**config.mk**
```make
export PLATFORM = sky130hd
export DESIGN_NAME = bnc_stack
export DESIGN_NICKNAME = d
export VERILOG_FILES = /design/src/rtl/bnc_pkg.sv /design/src/rtl/bnc_stack.sv
export SDC_FILE = /design/constraint.sdc
export NUM_CORES = 1
export LEC_CHECK = 0
export BUFFER_PORTS_ARGS = -buffer_cell sky130_fd_sc_hd__buf_2
export CORE_MARGIN = 3
export CORE_UTILIZATION = 35
export DETAILED_ROUTE_END_ITERATION = 16
export GPL_TIMING_DRIVEN = 1
export PLACE_DENSITY = 0.57
export SLEW_MARGIN = 10
export SYNTH_ARGS = -nofsm -noshare
export SYNTH_HDL_FRONTEND = slang
export SYNTH_SLANG_ARGS = --single-unit
```
**constraint.sdc**
```tcl
create_clock -name clk -period 4.3 [get_ports clk]
set_input_delay 0.215 -clock clk [delete_from_list [all_inputs] [get_ports clk]]
set_output_delay 0.215 -clock clk [all_outputs]
set_load 0.005 [all_outputs]
```
**src/rtl/bnc_pkg.sv**
```systemverilog
// Shared types, constants and helper functions for the bracket nesting checker.
`timescale 1ns / 1ps

package bnc_pkg;

  // Default stack depth
  localparam int unsigned STACK_DEPTH_DEF = 64;

  // Field widths
  localparam int unsigned CHAR_W   = 8;
  localparam int unsigned STATUS_W = 3;
  localparam int unsigned ADDED_W  = 15;
  localparam int unsigned TOTAL_W  = 32;
  localparam int unsigned DEPTH_W  = 7;
  localparam int unsigned KIND_W   = 2;

  // Bracket characters
  localparam logic [CHAR_W-1:0] CH_OPEN_ROUND   = 8'h28; // (
  localparam logic [CHAR_W-1:0] CH_OPEN_SQUARE  = 8'h5B; // [
  localparam logic [CHAR_W-1:0] CH_OPEN_CURLY   = 8'h7B; // {
  localparam logic [CHAR_W-1:0] CH_OPEN_ANGLE   = 8'h3C; // <
  localparam logic [CHAR_W-1:0] CH_CLOSE_ROUND  = 8'h29; // )
  localparam logic [CHAR_W-1:0] CH_CLOSE_SQUARE = 8'h5D; // ]
  localparam logic [CHAR_W-1:0] CH_CLOSE_CURLY  = 8'h7D; // }
  localparam logic [CHAR_W-1:0] CH_CLOSE_ANGLE  = 8'h3E; // >

  // Bracket kinds
  localparam logic [KIND_W-1:0] KIND_ROUND  = 2'd0;
  localparam logic [KIND_W-1:0] KIND_SQUARE = 2'd1;
  localparam logic [KIND_W-1:0] KIND_CURLY  = 2'd2;
  localparam logic [KIND_W-1:0] KIND_ANGLE  = 2'd3;

  // Corruption scores
  localparam logic [ADDED_W-1:0] SCORE_ROUND  = 15'd3;
  localparam logic [ADDED_W-1:0] SCORE_SQUARE = 15'd57;
  localparam logic [ADDED_W-1:0] SCORE_CURLY  = 15'd1197;
  localparam logic [ADDED_W-1:0] SCORE_ANGLE  = 15'd25137;

  // Per-character status codes
  typedef enum logic [STATUS_W-1:0] {
    ST_OPENED   = 3'd0,
    ST_CLOSED   = 3'd1,
    ST_CORRUPT  = 3'd2,
    ST_SKIPPED  = 3'd3,
    ST_INVALID  = 3'd4,
    ST_OVERFLOW = 3'd5
  } status_t;

  // Input transaction
  typedef struct packed {
    logic [CHAR_W-1:0] char_code;
    logic              line_end;
  } in_t;

  // Result transaction
  typedef struct packed {
    logic [STATUS_W-1:0] status;
    logic [ADDED_W-1:0]  added_score;
    logic [TOTAL_W-1:0]  total_score;
    logic [DEPTH_W-1:0]  open_depth;
  } out_t;

  // Stack command from the checker to the stack
  typedef struct packed {
    logic              push;
    logic              pop;
    logic              clear;
    logic [KIND_W-1:0] kind;
  } stack_op_t;

  // Bracket decode: valid flag and kind
  typedef struct packed {
    logic              hit;
    logic [KIND_W-1:0] kind;
  } kind_dec_t;

  function automatic kind_dec_t opener_kind(input logic [CHAR_W-1:0] c);
    kind_dec_t d;
    d.hit  = 1'b1;
    d.kind = KIND_ROUND;
    case (c)
      CH_OPEN_ROUND:  d.kind = KIND_ROUND;
      CH_OPEN_SQUARE: d.kind = KIND_SQUARE;
      CH_OPEN_CURLY:  d.kind = KIND_CURLY;
      CH_OPEN_ANGLE:  d.kind = KIND_ANGLE;
      default:        d.hit  = 1'b0;
    endcase
    return d;
  endfunction

  function automatic kind_dec_t closer_kind(input logic [CHAR_W-1:0] c);
    kind_dec_t d;
    d.hit  = 1'b1;
    d.kind = KIND_ROUND;
    case (c)
      CH_CLOSE_ROUND:  d.kind = KIND_ROUND;
      CH_CLOSE_SQUARE: d.kind = KIND_SQUARE;
      CH_CLOSE_CURLY:  d.kind = KIND_CURLY;
      CH_CLOSE_ANGLE:  d.kind = KIND_ANGLE;
      default:         d.hit  = 1'b0;
    endcase
    return d;
  endfunction

  function automatic logic [ADDED_W-1:0] closer_score(input logic [KIND_W-1:0] k);
    logic [ADDED_W-1:0] s;
    case (k)
      KIND_ROUND:  s = SCORE_ROUND;
      KIND_SQUARE: s = SCORE_SQUARE;
      KIND_CURLY:  s = SCORE_CURLY;
      default:     s = SCORE_ANGLE;
    endcase
    return s;
  endfunction

endpackage

```
**src/rtl/bnc_stack.sv**
```systemverilog
// Bracket kind stack: top and next-below entries in registers, the rest in memory.
`timescale 1ns / 1ps

module bnc_stack #(
  parameter int unsigned STACK_DEPTH = bnc_pkg::STACK_DEPTH_DEF,
  localparam int unsigned SP_W  = $clog2(STACK_DEPTH + 1),
  localparam int unsigned IDX_W = $clog2(STACK_DEPTH)
) (
  input  logic                          clk,
  input  logic                          rst_n,
  input  bnc_pkg::stack_op_t            op_i,
  output logic [SP_W-1:0]               depth_o,
  output logic [bnc_pkg::KIND_W-1:0]    top_kind_o
);
  import bnc_pkg::*;

  localparam logic [SP_W-1:0] SP_ONE   = SP_W'(1);
  localparam logic [SP_W-1:0] SP_THREE = SP_W'(3);

  logic [KIND_W-1:0] mem [STACK_DEPTH];
  logic [SP_W-1:0]   sp_r;
  logic [KIND_W-1:0] top_r;
  logic [KIND_W-1:0] below_r;
  logic              rd_en;
  logic [IDX_W-1:0]  rd_addr;
  logic [IDX_W-1:0]  wr_addr;

  // Fetch the entry that becomes next-below after a pop
  always_comb begin
    rd_en   = op_i.pop && (sp_r >= SP_THREE);
    rd_addr = rd_en ? IDX_W'(sp_r - SP_THREE) : '0;
    wr_addr = IDX_W'(sp_r);
  end

  // Write each pushed kind at its slot
  always_ff @(posedge clk) begin
    if (op_i.push) begin
      mem[wr_addr] <= op_i.kind;
    end
  end

  // Shift the cached top pair on push and pop
  always_ff @(posedge clk) begin
    if (op_i.push) begin
      top_r   <= op_i.kind;
      below_r <= top_r;
    end else if (op_i.pop) begin
      top_r <= below_r;
      if (rd_en) begin
        below_r <= mem[rd_addr];
      end
    end
  end

  // Track depth; line end empties the stack
  always_ff @(posedge clk) begin
    if (!rst_n) begin
      sp_r <= '0;
    end else if (op_i.clear) begin
      sp_r <= '0;
    end else if (op_i.push) begin
      sp_r <= sp_r + SP_ONE;
    end else if (op_i.pop) begin
      sp_r <= sp_r - SP_ONE;
    end
  end

  assign depth_o    = sp_r;
  assign top_kind_o = top_r;

endmodule

```
Yosys cells after proc, flatten, opt, wreduce, memory -nomap -nowiden

Memories as Yosys holds them, arrays and structs flattened.
Cells that the tools add are included.

Add/sub/neg operators: 3
$lt $le $gt $ge: 1
Muxes and demuxes: 10
Bitwise operators: 1
Reduce and logical (&&, ||, !) cells: 5

Operators with widths:

| cell                  | number |
|---|---|
| $mux W7               | 2 |
| $mux W2               | 5 |
| $add A7 B1 Y7 const B | 1 |
| $ge A7 B2 Y1 const B  | 1 |
| $sub A7 B1 Y7 const B | 1 |
| $mux W6               | 1 |
| $sub A6 B2 Y6 const B | 1 |
| $reduce_bool A2 Y1    | 2 |
| $mux W1               | 2 |
| $reduce_and A2 Y1     | 1 |
| $reduce_or A2 Y1      | 1 |
| $logic_and A1 B1 Y1   | 1 |
| $not A1 Y1            | 1 |

Flip-flop bits (word level): 11
Memory bits (writable): 128
Input bits: 7
Output and inout bits: 9
Logic and storage cells: 24
Memories: 1

Memories:

| name | words | width | rd ports | clocked after Yosys merged registers in | wr ports | RTL line        | text |
|---|---|---|---|---|---|---|---|
| mem  | 64    | 2     | 1        | 0                                       | 1        | bnc_stack.sv:20 | `logic [KIND_W-1:0] mem [STACK_DEPTH];` |

Longest topological paths before layout

Gate-level depths: netlist of the first run.
An unclocked memory read counts as a cell.

Word-level depth: 7
Depth in mapped cells: 11
Mapped depth without buffers: 9

Worst setup path before layout of the first run

No wires, ideal clock.

Path kind: register to register
Start: register sp_r[0] (netlist: depth_o[0])
End: register below_r[0], data pin
Setup time: 0.180 ns
Data arrival time: 2.631 ns
Data required time: 4.120 ns
Slack: 1.488 ns
Stages on the path, launching flop included: 12
Path buffers: 3
Period minus slack after synthesis: 2.812 ns
Path through: dfxtp_1 -> ha_1 -> clkbuf_1 -> xnor2_1 -> buf_2 -> o211a_1 -> clkbuf_1 -> a22oi_1 -> a21oi_1 -> nor3_1 -> or4b_1 -> o311ai_1

Longest elaborated chain between the ends: 7
Elaborated cells on any way between the ends: 8
Those cells by class: add/sub: 1; order compare: 1; mux: 4; reduce/logical: 1; memory: 1

Ends and longest elaborated chain:

| element                | RTL line        | text |
|---|---|---|
| from (decl)            | bnc_stack.sv:21 | `logic [SP_W-1:0] sp_r;` |
| from (signal assigned) | bnc_stack.sv:62 | `sp_r <= sp_r + SP_ONE;` |
| from (signal assigned) | bnc_stack.sv:64 | `sp_r <= sp_r - SP_ONE;` |
| $ge A7 B2 Y1           | bnc_stack.sv:30 | `rd_en = op_i.pop && (sp_r >= SP_THREE);` |
| $logic_and A1 B1 Y1    | bnc_stack.sv:30 |  |
| $mux W6 (*)            | bnc_stack.sv:31 | `rd_addr = rd_en ? IDX_W'(sp_r - SP_THREE) : '0;` |
| $mem_v2 Z64 W2 (*)     | --              |  |
| $mux W2 (*)            | bnc_stack.sv:49 | `if (rd_en) begin` |
| $mux W2 (*)            | bnc_stack.sv:47 | `end else if (op_i.pop) begin` |
| $mux W2 (*)            | bnc_stack.sv:44 | `if (op_i.push) begin` |
| to (signal assigned)   | bnc_stack.sv:46 | `below_r <= top_r;` |
| to (signal assigned)   | bnc_stack.sv:50 | `below_r <= mem[rd_addr];` |
| to (decl)              | bnc_stack.sv:23 | `logic [KIND_W-1:0] below_r;` |

Every way passes the cells marked *; elsewhere a longest branch is shown, timed or not. The select of a mux whose other input is x is not followed.
A chain may end at the register's enable or synchronous reset.

Worst setup path in the final report of the first run

Start: register sp_r[1] (netlist: depth_o[1])
End: register below_r[1], data pin

Same word-level chain as after synthesis.

==> flow_summary.ini, run 1 <==
[power_and_ir_drop]
power.total_mw = 3.35
pwrdens_nw_per_um2 = 460
max_vdd_drop_mv = 0.252
cellLeakagePower_nw = 2.42

[flow_run]
max_cap_viol_count = 0

[worst_setup_path]
crit_path_end_kind = flop
worstPathMaxFanout = 18
crit_arrival_ns = 3.69
regToRegStartpoint = depth_o[1]
worstPathRequired_ns = 4.48
critPathLaunchType = flop
worst_r2r_path_depth = 10
setup.worst_path.class = flop to flop
critical_path.reg2reg.endpoint = below_r[1]
worst-r2r-setup-slack_ns = 0.79

[yosys]
yosys_warnings = 0
post-synth-top-area-fraction = 0.616
synth-seq-area-share = 0.638
syn-mean-instance-area_um2 = 11.9
yosys_most_used_dff = sky130_fd_sc_hd__edfxtp_1
synth_nets = 554
syn-instance-count = 540
synth-edff-count = 132
synthArstFlopShare = 0
synth_top_area_cell = sky130_fd_sc_hd__edfxtp_1
synthesis.area_um2 = 6430
synth_cell_type_count = 64
yosys-top-cells-area = sky130_fd_sc_hd__edfxtp_1 (62%), sky130_fd_sc_hd__nor2_1 (5.4%), sky130_fd_sc_hd__nand2_1 (2.5%), sky130_fd_sc_hd__a21oi_1 (2.3%), sky130_fd_sc_hd__dfxtp_1 (2.2%)
synth_seq_cells = 139

[global_routing]
initial_antenna_violation_count = 0
grtUsageTotal = 0.182
grt_max_degree = 66
grt_first_pass_wirelength_um = 27000
grt_pass1_vias = 4542
global_route.overflow_total = 0

[placed_design]
dpl.hpwl_um = 12000
gpl.final_weighted_congestion = 0.931
count_of_placed_standard_cells_including_taps = 757
count_of_buffers_inserted_at_the_top_level_ports = 15

[clock_tree]
postCtsSetupBuffers = 0
number_of_buffers_created_by_cts = 17
root_buffer = sky130_fd_sc_hd__clkbuf_16
clock_pin_slew_on_the_worst_setup_and_hold_paths_ns = 0.06
cts.hold.buffers_added = 0
cts_max_path_buffers = 2
cts_resized = 0
insertion_delay_ns = 0.43
cts_num_sinks = 139
ctsHtreeMaxLevel = 4
cts_tree = yes

[hold_path]
hold_class = input port to flop
timing.hold.worst_endpoint = depth_o[2]
holdPathStages = 3
hold_start = rst_n

[sta]
fmax_mhz = 285
fin_crit_ns = 3.51
worst_case_headroom_to_the_max_slew_limit = 0.229
fin_crit_sh = 0.816
timing.setup.tns_ns = 0
final.setup_skew_ns = 0.0146
tightestPinTransition_ns = 1.16
timing.final.max_slew_violations = 0
grt_setup_unrepaired = false
timing.final.setup_violations = 0
timing_hold_violations_final = 0

[routing]
avg_vias_per_cell = 5.90
drt_first_iter_violations = 642
num_vias = 4659
routed_wire_length_per_instance_um = 22.6
routed_wirelength_um = 17800
postRouteAntennaNets = 0
remaining_drc_errors = 0
firstDrtPassIters = 5

[floorplanning]
dieArea_um2 = 20000
die_y_um = 142
core_area_um2 = 17700
row_count = 48
number_of_placed_i_o_pins = 16
floorplan.die.width_um = 142
initial_cell_density_of_the_core = 0.364

[layout]
final-instance-count-excl-fill = 789
syn_to_final_growth_pct = 13.3
drive_above_1_share = 0.106
fin_util = 0.413
layout.nets = 565
antenna_cells = 0

[outcome]
run_status = finished clean
==> power breakdown <==
part           internal [mW]  switching (mW)
Combinational          0.129           0.265
Clock                  0.899           0.539
Sequential              1.50          0.0178
==> per-layer routing <==
| layer | up-vias | global-route usage | routed length [µm] |
|---|---|---|---|
| li1 | 2106 | - | - |
| met1 | 2312 | 0.252 | 8050 |
| met2 | 204 | 0.279 | 8280 |
| met3 | 37 | 0.0354 | 943 |
| met4 | 0 | 0.0818 | 550 |
| met5 | - | 0 | 0 |
==> cells by family (layout without fill, tap and decap cells) <==
| family | count (synthesis) | count (layout) | synth area share |
|---|---|---|---|
| buf+inv | 46 | 70 | 0.0309 |
| mux | 13 | 13 | 0.0206 |
| fa+ha+maj | 7 | 7 | 0.0148 |
| compound gates | 137 | 137 | 0.158 |
| flops | 139 | 139 | 0.638 |
| xor+xnor | 8 | 8 | 0.0109 |
| simple gates | 190 | 190 | 0.127 |
==> synthesized netlist by cell type, types with 3 or more instances <==
master	instances
sky130_fd_sc_hd__a21o_1	4
sky130_fd_sc_hd__a21oi_1	30
sky130_fd_sc_hd__a221oi_1	10
sky130_fd_sc_hd__a22oi_1	9
sky130_fd_sc_hd__a31oi_1	4
sky130_fd_sc_hd__buf_1	6
sky130_fd_sc_hd__buf_2	6
sky130_fd_sc_hd__clkbuf_1	16
sky130_fd_sc_hd__dfxtp_1	7
sky130_fd_sc_hd__edfxtp_1	132
sky130_fd_sc_hd__ha_1	6
sky130_fd_sc_hd__inv_1	14
sky130_fd_sc_hd__mux2i_1	11
sky130_fd_sc_hd__nand2_1	43
sky130_fd_sc_hd__nand3_1	20
sky130_fd_sc_hd__nand4_1	4
sky130_fd_sc_hd__nor2_1	93
sky130_fd_sc_hd__nor2b_1	3
sky130_fd_sc_hd__nor3_1	11
sky130_fd_sc_hd__nor4_1	4
sky130_fd_sc_hd__o211ai_1	3
sky130_fd_sc_hd__o21ai_0	16
sky130_fd_sc_hd__o21bai_1	4
sky130_fd_sc_hd__o221ai_1	13
sky130_fd_sc_hd__o22ai_1	9
sky130_fd_sc_hd__or3_1	3
sky130_fd_sc_hd__xnor2_1	8
==> critical path: stages (launching register included) <==
cell	delay (ns)
sky130_fd_sc_hd__dfxtp_1	0.48
sky130_fd_sc_hd__ha_1	0.30
sky130_fd_sc_hd__buf_4	0.20
sky130_fd_sc_hd__or2_2	0.34
sky130_fd_sc_hd__o21ai_2	0.76
sky130_fd_sc_hd__buf_4	0.32
sky130_fd_sc_hd__mux2i_1	0.24
sky130_fd_sc_hd__a221oi_1	0.11
sky130_fd_sc_hd__nand3_1	0.14
sky130_fd_sc_hd__o2111ai_1	0.11
sky130_fd_sc_hd__a32o_1	0.24
==> stage by stage <==
stage	hold slack (ns)	area [µm²]	worst slack [ns]
3_5_place_dp	0.583	6710	0.837
6_report	0.202	7290	0.792
3_3_place_gp	0.590	6710	0.866
2_1_floorplan	0.314	6430	1.49
5_1_grt	0.227	7290	0.620
4_1_cts	0.198	7290	0.821
==> registers in the layout (all words and copies together) (netlist names) <==
name	count
mem	128
depth_o	7
top_kind_o	2
below_r	2
==> how the worst max path moves through the flow <==
| stage | cells past startpoint | from | slack [ns] | endpoint |
|---|---|---|---|---|
| after global routing | 10 | depth_o[1] | 0.62 | below_r[1] |
| final | 10 | depth_o[1] | 0.79 | below_r[1] |
| after detailed placement | 10 | depth_o[1] | 0.84 | below_r[1] |
| after floorplan | 11 | depth_o[0] | 1.49 | below_r[0] |
| after CTS | 10 | depth_o[1] | 0.82 | below_r[1] |
| after global placement | 9 | depth_o[1] | 0.87 | below_r[0] |
==> placed cells by master (no fill, tap or decap), drive strengths merged, types with 6 or more instances in the layout <==
| cell type | instances |
|---|---|
| ha | 6 |
| a21oi | 30 |
| nand3 | 20 |
| o22ai | 9 |
| nor2 | 93 |
| mux2i | 11 |
| nand2 | 43 |
| edfxtp | 132 |
| a221oi | 10 |
| inv | 14 |
| o221ai | 13 |
| a22oi | 9 |
| clkinv | 8 |
| xnor2 | 8 |
| nor3 | 11 |
| clkbuf | 18 |
| buf | 23 |
| dfxtp | 7 |
| o21ai | 17 |
==> final cells by class <==
class,instances,area (µm²)
fillers,1661,10400
flip-flops and latches,139,4100
multi-input cells,355,2130
clock buffers,18,429
well taps,225,282
clock inverters,14,154
repair buffers,23,135
inverters,15,56.3
Note: power is estimated with default switching activity, not from simulation.
==> run 2: changes to the inputs <==
--- a/config.mk
+++ b/config.mk
@@ -5,12 +5,13 @@
 export SDC_FILE = /design/constraint.sdc
 export NUM_CORES = 1
 export LEC_CHECK = 0
+export ABC_AREA = 1
 export BUFFER_PORTS_ARGS = -buffer_cell sky130_fd_sc_hd__buf_2
 export CORE_MARGIN = 3
 export CORE_UTILIZATION = 35
 export DETAILED_ROUTE_END_ITERATION = 16
 export GPL_TIMING_DRIVEN = 1
-export PLACE_DENSITY = 0.57
+export PLACE_DENSITY = 0.58
 export SLEW_MARGIN = 10
 export SYNTH_ARGS = -nofsm -noshare
 export SYNTH_HDL_FRONTEND = slang
==> constraint.sdc (replaced) <==
create_clock -name clk -period 3 [get_ports clk]
set_input_delay 0.15 -clock clk [delete_from_list [all_inputs] [get_ports clk]]
set_output_delay 0.15 -clock clk [all_outputs]
set_load 0.005 [all_outputs]
==> flow_summary.ini, run 2 <==
[yosys]
synth_top_area_cell = sky130_fd_sc_hd__edfxtp_1
yosys_most_used_dff = sky130_fd_sc_hd__edfxtp_1
syn-mean-instance-area_um2 = 9.47
synthesis.area_um2 = 6820
synth.cells.most_frequent = sky130_fd_sc_hd__edfxtp_1 (132), sky130_fd_sc_hd__nand3_1 (125), sky130_fd_sc_hd__inv_1 (122)
syn-instance-count = 720
post-synth-top-area-fraction = 0.581
synth_cell_type_count = 28
yosys-top-cells-area = sky130_fd_sc_hd__edfxtp_1 (58%), sky130_fd_sc_hd__nand3_1 (9.2%), sky130_fd_sc_hd__inv_1 (6.7%), sky130_fd_sc_hd__nor2_1 (5.4%), sky130_fd_sc_hd__nand4_1 (4.9%)
synthArstFlopShare = 0
yosys_warnings = 0
synth-seq-area-share = 0.602
synth_nets = 734
synth-edff-count = 132
synth_seq_cells = 139
synthMostInstantiatedCell = sky130_fd_sc_hd__edfxtp_1

[global_routing]
initial_antenna_violation_count = 0
grt_pass1_vias = 5099
grt_use_met2 = 0.264
busiest_layer = met2
grt_first_pass_wirelength_um = 28200
global_route.overflow_total = 0
gr-usage-met1 = 0.231
grtUsageTotal = 0.172
grt_util_met3 = 0.0505
grt_max_degree = 66

[sta]
fmax_mhz = 379
timing.setup.tns_ns = 0
fin_crit_ns = 2.64
final.setup_skew_ns = 0.00868
grt_setup_unrepaired = false
worst_case_headroom_to_the_max_slew_limit = 0.509
tightestPinTransition_ns = 0.734
fin_crit_sh = 0.879
timing.final.setup_violations = 0
timing_hold_violations_final = 0
hold_slack_ns = 0.0553
timing.final.max_slew_violations = 0

[floorplanning]
die_y_um = 146
row_count = 50
number_of_placed_i_o_pins = 16
dieArea_um2 = 21200
floorplan.die.width_um = 146
initial_cell_density_of_the_core = 0.361
core_area_um2 = 18900

[placed_design]
placement.cell_area_um2 = 7220
dpl.hpwl_um = 11000
count_of_buffers_inserted_at_the_top_level_ports = 15
gpl.final_weighted_congestion = 0.840

[worst_setup_path]
crit_arrival_ns = 2.81
crit_path_end_kind = flop
critPathLaunchType = flop
worst_r2r_path_depth = 16
worst-r2r-setup-slack_ns = 0.36
critical_path.reg2reg.endpoint = below_r[1]
setup.worst_path.class = flop to flop
worstPathMaxFanout = 14
regToRegStartpoint = depth_o[0]
worstPathRequired_ns = 3.18

[routing]
firstDrtPassIters = 5
avg_vias_per_cell = 5.02
num_vias = 5094
routed_wirelength_um = 17600
remaining_drc_errors = 0
postRouteAntennaNets = 0
drt_first_iter_violations = 425
routed_wire_length_per_instance_um = 17.4

[hold_path]
hold_class = input port to flop
timing.hold.worst_endpoint = depth_o[2]
hold_start = op_i[2]
holdPathStages = 4

[layout]
largest_register_ffs = 128
drive_above_1_share = 0.109
antenna_cells = 0
layout.nets = 756
syn_to_final_growth_pct = 14.1
post-route-cell-area_um2 = 7780
layout_commonest_cell = sky130_fd_sc_hd__edfxtp_1
largest_register = mem
layout.cells.most_common_list = sky130_fd_sc_hd__edfxtp_1 (132), sky130_fd_sc_hd__nand3_1 (125), sky130_fd_sc_hd__inv_1 (122)

[clock_tree]
postCtsSetupBuffers = 0
cts_tree = yes
cts_resized = 0
cts_num_sinks = 139
cts_max_path_buffers = 2
root_buffer = sky130_fd_sc_hd__clkbuf_16
clock_pin_slew_on_the_worst_setup_and_hold_paths_ns = 0.06
insertion_delay_ns = 0.42
cts.hold.buffers_added = 0
ctsHtreeMaxLevel = 4
number_of_buffers_created_by_cts = 17

[flow_run]
max_cap_viol_count = 0

[power_and_ir_drop]
pwrdens_nw_per_um2 = 624
max_vdd_drop_mv = 0.413
cellLeakagePower_nw = 3.22

[outcome]
run_status = finished clean
-- run 2: changes by cell type after synthesis, sizes merged, moves of 7 or more --
| cell | delta |
|---|---|
| inv | +113 |
| nand3 | +108 |
| nand4 | +49 |
| nand2 | +43 |
| a21oi | -20 |
| o221ai | -13 |
| mux2i | -11 |
| nor3 | -11 |
| a221oi | -10 |
| a22oi | -9 |
| o22ai | -9 |
| xnor2 | -7 |
-- run 2: worst max-delay path by stage --
stage | start | endpoint | depth (start not counted)
after floorplan | depth_o[1] | below_r[1] | 16
after global placement | depth_o[0] | below_r[1] | 16
after detailed placement | depth_o[0] | below_r[1] | 16
after CTS | depth_o[0] | below_r[1] | 16
after global routing | depth_o[1] | below_r[0] | 15
final | depth_o[0] | below_r[1] | 16
-- run 2: per-stage QoR --
stage	setup WS (ns)	instances	utilization	power, mW
after detailed placement	0.341	983	0.382	2.85
after CTS	0.353	1014	0.412	4.88
after global placement	0.457	983	0.382	2.85
after floorplan	0.808	720	-	2.64
after global routing	0.144	1014	0.412	5.04
final	0.363	1014	0.412	4.85
-- run 2: worst max-delay path, cell delays in order, from the launching register on --
cell                      delay (ns)
sky130_fd_sc_hd__dfxtp_1        0.31
sky130_fd_sc_hd__ha_1           0.20
sky130_fd_sc_hd__inv_1          0.07
sky130_fd_sc_hd__nor2_1         0.05
sky130_fd_sc_hd__nor2_1         0.11
sky130_fd_sc_hd__nand3_2        0.27
sky130_fd_sc_hd__nand3_1        0.37
sky130_fd_sc_hd__inv_1          0.10
sky130_fd_sc_hd__buf_4          0.21
sky130_fd_sc_hd__nand3_1        0.13
sky130_fd_sc_hd__nand3_1        0.10
sky130_fd_sc_hd__nand3_1        0.11
sky130_fd_sc_hd__nand3_1        0.10
sky130_fd_sc_hd__nand3_1        0.09
sky130_fd_sc_hd__nand2_1        0.05
sky130_fd_sc_hd__nand2_1        0.05
sky130_fd_sc_hd__nand2_1        0.05
-- run 2: kinds of logic after synthesis --
kind of cell / share of synthesized area
AND/OR/NAND/NOR: 0.253
buffers and inverters: 0.0982
flip-flops: 0.602
AO/OA/AOI/OAI: 0.0235
XOR/XNOR: 0.00899
adder cells (fa/ha/maj): 0.0139
-- run 2: report_power, final --
group	leakage [nW]	internal, mW	switching, mW	total (mW)
combinational	1.70	0.189	0.459	0.648
sequential	1.25	2.15	0.0144	2.17
clock	0.274	1.28	0.755	2.04
-- run 2: layout make-up --
class	count	area (µm²)
clock buffers	20	437
clock inverters	11	128
fillers	1913	11100
inverters	128	480
multi-input cells	416	2040
flip-flops and latches	139	4100
well taps	260	325
repair buffers	40	263
-- run 2: layer usage --
layer / vias up / wire length [µm]
met5: - / 0
met4: 0 / 433
met3: 34 / 1270
met2: 182 / 8160
met1: 2395 / 7780
li1: 2483 / -
==> run 3: changes to the inputs <==
--- a/config.mk
+++ b/config.mk
@@ -7,11 +7,14 @@
 export LEC_CHECK = 0
 export ABC_AREA = 1
 export BUFFER_PORTS_ARGS = -buffer_cell sky130_fd_sc_hd__buf_2
+export CELL_PAD_IN_SITES_DETAIL_PLACEMENT = 1
+export CELL_PAD_IN_SITES_GLOBAL_PLACEMENT = 1
 export CORE_MARGIN = 3
 export CORE_UTILIZATION = 35
 export DETAILED_ROUTE_END_ITERATION = 16
 export GPL_TIMING_DRIVEN = 1
-export PLACE_DENSITY = 0.58
+export PLACE_DENSITY = 0.67
+export RECOVER_POWER = 25
 export SLEW_MARGIN = 10
 export SYNTH_ARGS = -nofsm -noshare
 export SYNTH_HDL_FRONTEND = slang
==> constraint.sdc (replaced) <==
create_clock -name clk -period 3.3 [get_ports clk]
set_input_delay 0.165 -clock clk [delete_from_list [all_inputs] [get_ports clk]]
set_output_delay 0.165 -clock clk [all_outputs]
set_load 0.005 [all_outputs]
==> flow_summary.ini, run 3 (synthesis results as in run 2) <==
[outcome]
run_status = finished, violations left
violations = capacitance limit, slew limit

[sta]
grt_setup_unrepaired = false
timing.setup.tns_ns = 0
post-route-worst-setup-slack_ns = 0.310
fin_crit_sh = 0.906
worst_case_headroom_to_the_max_slew_limit = -0.915
timing.final.max_slew_violations = 108
timing_hold_violations_final = 0
timing.final.setup_violations = 0
final.setup_skew_ns = 0.00909
hold_slack_ns = 0.0492
fmax_mhz = 334
fin_crit_ns = 2.99
tightestPinTransition_ns = 2.87

[floorplanning]
number_of_placed_i_o_pins = 16
dieArea_um2 = 21200
die_y_um = 146
core_area_um2 = 18900
row_count = 50
floorplan.die.width_um = 146
initial_cell_density_of_the_core = 0.361

[power_and_ir_drop]
power.total_mw = 4.71
power_switching_share = 0.250
sequentialPowerShare = 0.419
netSwitchingPower_mw = 1.18
intPower_mw = 3.54
max_vdd_drop_mv = 0.379
cellLeakagePower_nw = 3.23
pwrdens_nw_per_um2 = 602
clk_network_pwr_share = 0.456
power.share.combinational = 0.125

[layout]
drive_above_1_share = 0.103
layout.cells.most_common_list = sky130_fd_sc_hd__edfxtp_1 (132), sky130_fd_sc_hd__nand3_1 (125), sky130_fd_sc_hd__inv_1 (122)
post-route-cell-area_um2 = 7830
layout.nets = 748
syn_to_final_growth_pct = 14.9
largest_register_ffs = 128
antenna_cells = 0
layout_commonest_cell = sky130_fd_sc_hd__edfxtp_1
largest_register = mem

[routing]
drt_first_iter_violations = 426
routed_wire_length_per_instance_um = 19.5
routed_wirelength_um = 19600
num_vias = 5182
firstDrtPassIters = 5
postRouteAntennaNets = 0
remaining_drc_errors = 0
avg_vias_per_cell = 5.15

[placed_design]
count_of_buffers_inserted_at_the_top_level_ports = 15
gpl.final_weighted_congestion = 0.864
pre_cts_ws_ns = 0.349
placement.cell_area_um2 = 7180
dpl.hpwl_um = 12700

[clock_tree]
cts_resized = 0
root_buffer = sky130_fd_sc_hd__clkbuf_16
cts_num_sinks = 139
number_of_buffers_created_by_cts = 17
cts_max_path_buffers = 2
insertion_delay_ns = 0.43
cts_tree = yes
ctsHtreeMaxLevel = 4
postCtsSetupBuffers = 0
clock_pin_slew_on_the_worst_setup_and_hold_paths_ns = 0.06
cts.hold.buffers_added = 0

[worst_setup_path]
setup.worst_path.class = flop to flop
critPathLaunchType = flop
worstPathMaxFanout = 33
critical_path.reg2reg.endpoint = below_r[1]
crit_arrival_ns = 3.17
worst_r2r_path_depth = 17
worstPathRequired_ns = 3.48
regToRegStartpoint = depth_o[1]
crit_path_end_kind = flop
critical_path.endpoint = below_r[1]
worst-r2r-setup-slack_ns = 0.31
critical_path.startpoint = depth_o[1]

[flow_run]
max_cap_viol_count = 2

[global_routing]
grt_pass1_vias = 5488
grt_max_degree = 66
global_route.overflow_total = 0
grtUsageTotal = 0.191
grt_first_pass_wirelength_um = 31500
initial_antenna_violation_count = 0

[hold_path]
hold_class = input port to flop
-- run 3: cell types whose count changed in the layout (fill, tap and decap cells not counted) --
cell                         before  now
sky130_fd_sc_hd__clkbuf_1         3    4
sky130_fd_sc_hd__clkinv_4         0    1
sky130_fd_sc_hd__buf_4           25   15
sky130_fd_sc_hd__buf_2           15   13
sky130_fd_sc_hd__clkinvlp_4       1    2
sky130_fd_sc_hd__bufinv_16        3    6
sky130_fd_sc_hd__buf_12           0    2
sky130_fd_sc_hd__clkinv_1         5    2
-- run 3: how the worst min path moves through the flow --
stage | from | to | cells after the start
finish | op_i[2] | depth_o[0] | 4
global route | op_i[2] | depth_o[2] | 4
CTS | op_i[2] | depth_o[2] | 4
detailed placement | op_i[2] | depth_o[2] | 4
global placement | depth_o[6] | depth_o[6] | 2
floorplan | op_i[0] | mem[0][0] | 0
-- run 3: metrics by stage --
| stage | cells | utilization |
|---|---|---|
| 2_1_floorplan | 720 | - |
| 3_3_place_gp | 975 | 0.380 |
| 3_5_place_dp | 975 | 0.380 |
| 4_1_cts | 1007 | 0.415 |
| 5_1_grt | 1007 | 0.415 |
| 6_report | 1007 | 0.415 |
-- run 3: cell type report --
cell class / instances / area, µm²
Clock buffer: 19 / 433
Inverter: 128 / 480
Clock inverter: 13 / 223
Sequential cell: 139 / 4100
Multi-Input combinational cell: 416 / 2040
Tap cell: 260 / 325
Timing Repair Buffer: 32 / 225
Fill cell: 2208 / 11100
-- run 3: critical path, stage by stage, from the launching register on --
cell	delay (ns)
sky130_fd_sc_hd__dfxtp_1	0.50
sky130_fd_sc_hd__ha_1	0.25
sky130_fd_sc_hd__inv_1	0.06
sky130_fd_sc_hd__nor2_1	0.14
sky130_fd_sc_hd__nor2_1	0.08
sky130_fd_sc_hd__nand3_2	0.10
sky130_fd_sc_hd__buf_4	0.35
sky130_fd_sc_hd__nand3_1	0.11
sky130_fd_sc_hd__buf_4	0.22
sky130_fd_sc_hd__inv_1	0.08
sky130_fd_sc_hd__buf_4	0.20
sky130_fd_sc_hd__nand3_1	0.12
sky130_fd_sc_hd__nand3_1	0.14
sky130_fd_sc_hd__nand3_1	0.10
sky130_fd_sc_hd__nand3_1	0.09
sky130_fd_sc_hd__nand2_1	0.06
sky130_fd_sc_hd__nand2_1	0.06
sky130_fd_sc_hd__nand2_1	0.08
-- run 3: power groups by stage --
stage                     Combinational [mW]  Sequential, mW  Clock, mW
after floorplan                        0.390            2.01          0
after global placement                 0.568            2.01          0
after detailed placement               0.584            2.01          0
after CTS                              0.590            1.97       2.17
after global routing                   0.655            1.98       2.25
final                                  0.590            1.98       2.15
-- run 3: routing by layer --
metal  share of wire  GRT usage  vias up  wire (µm)
met4           0.019     0.0598        0        363
met2            0.48      0.308      118       9330
met3           0.041     0.0452       26        804
met5               0          0        -          0
li1                -          -     2457          -
met1            0.46      0.258     2581       9100
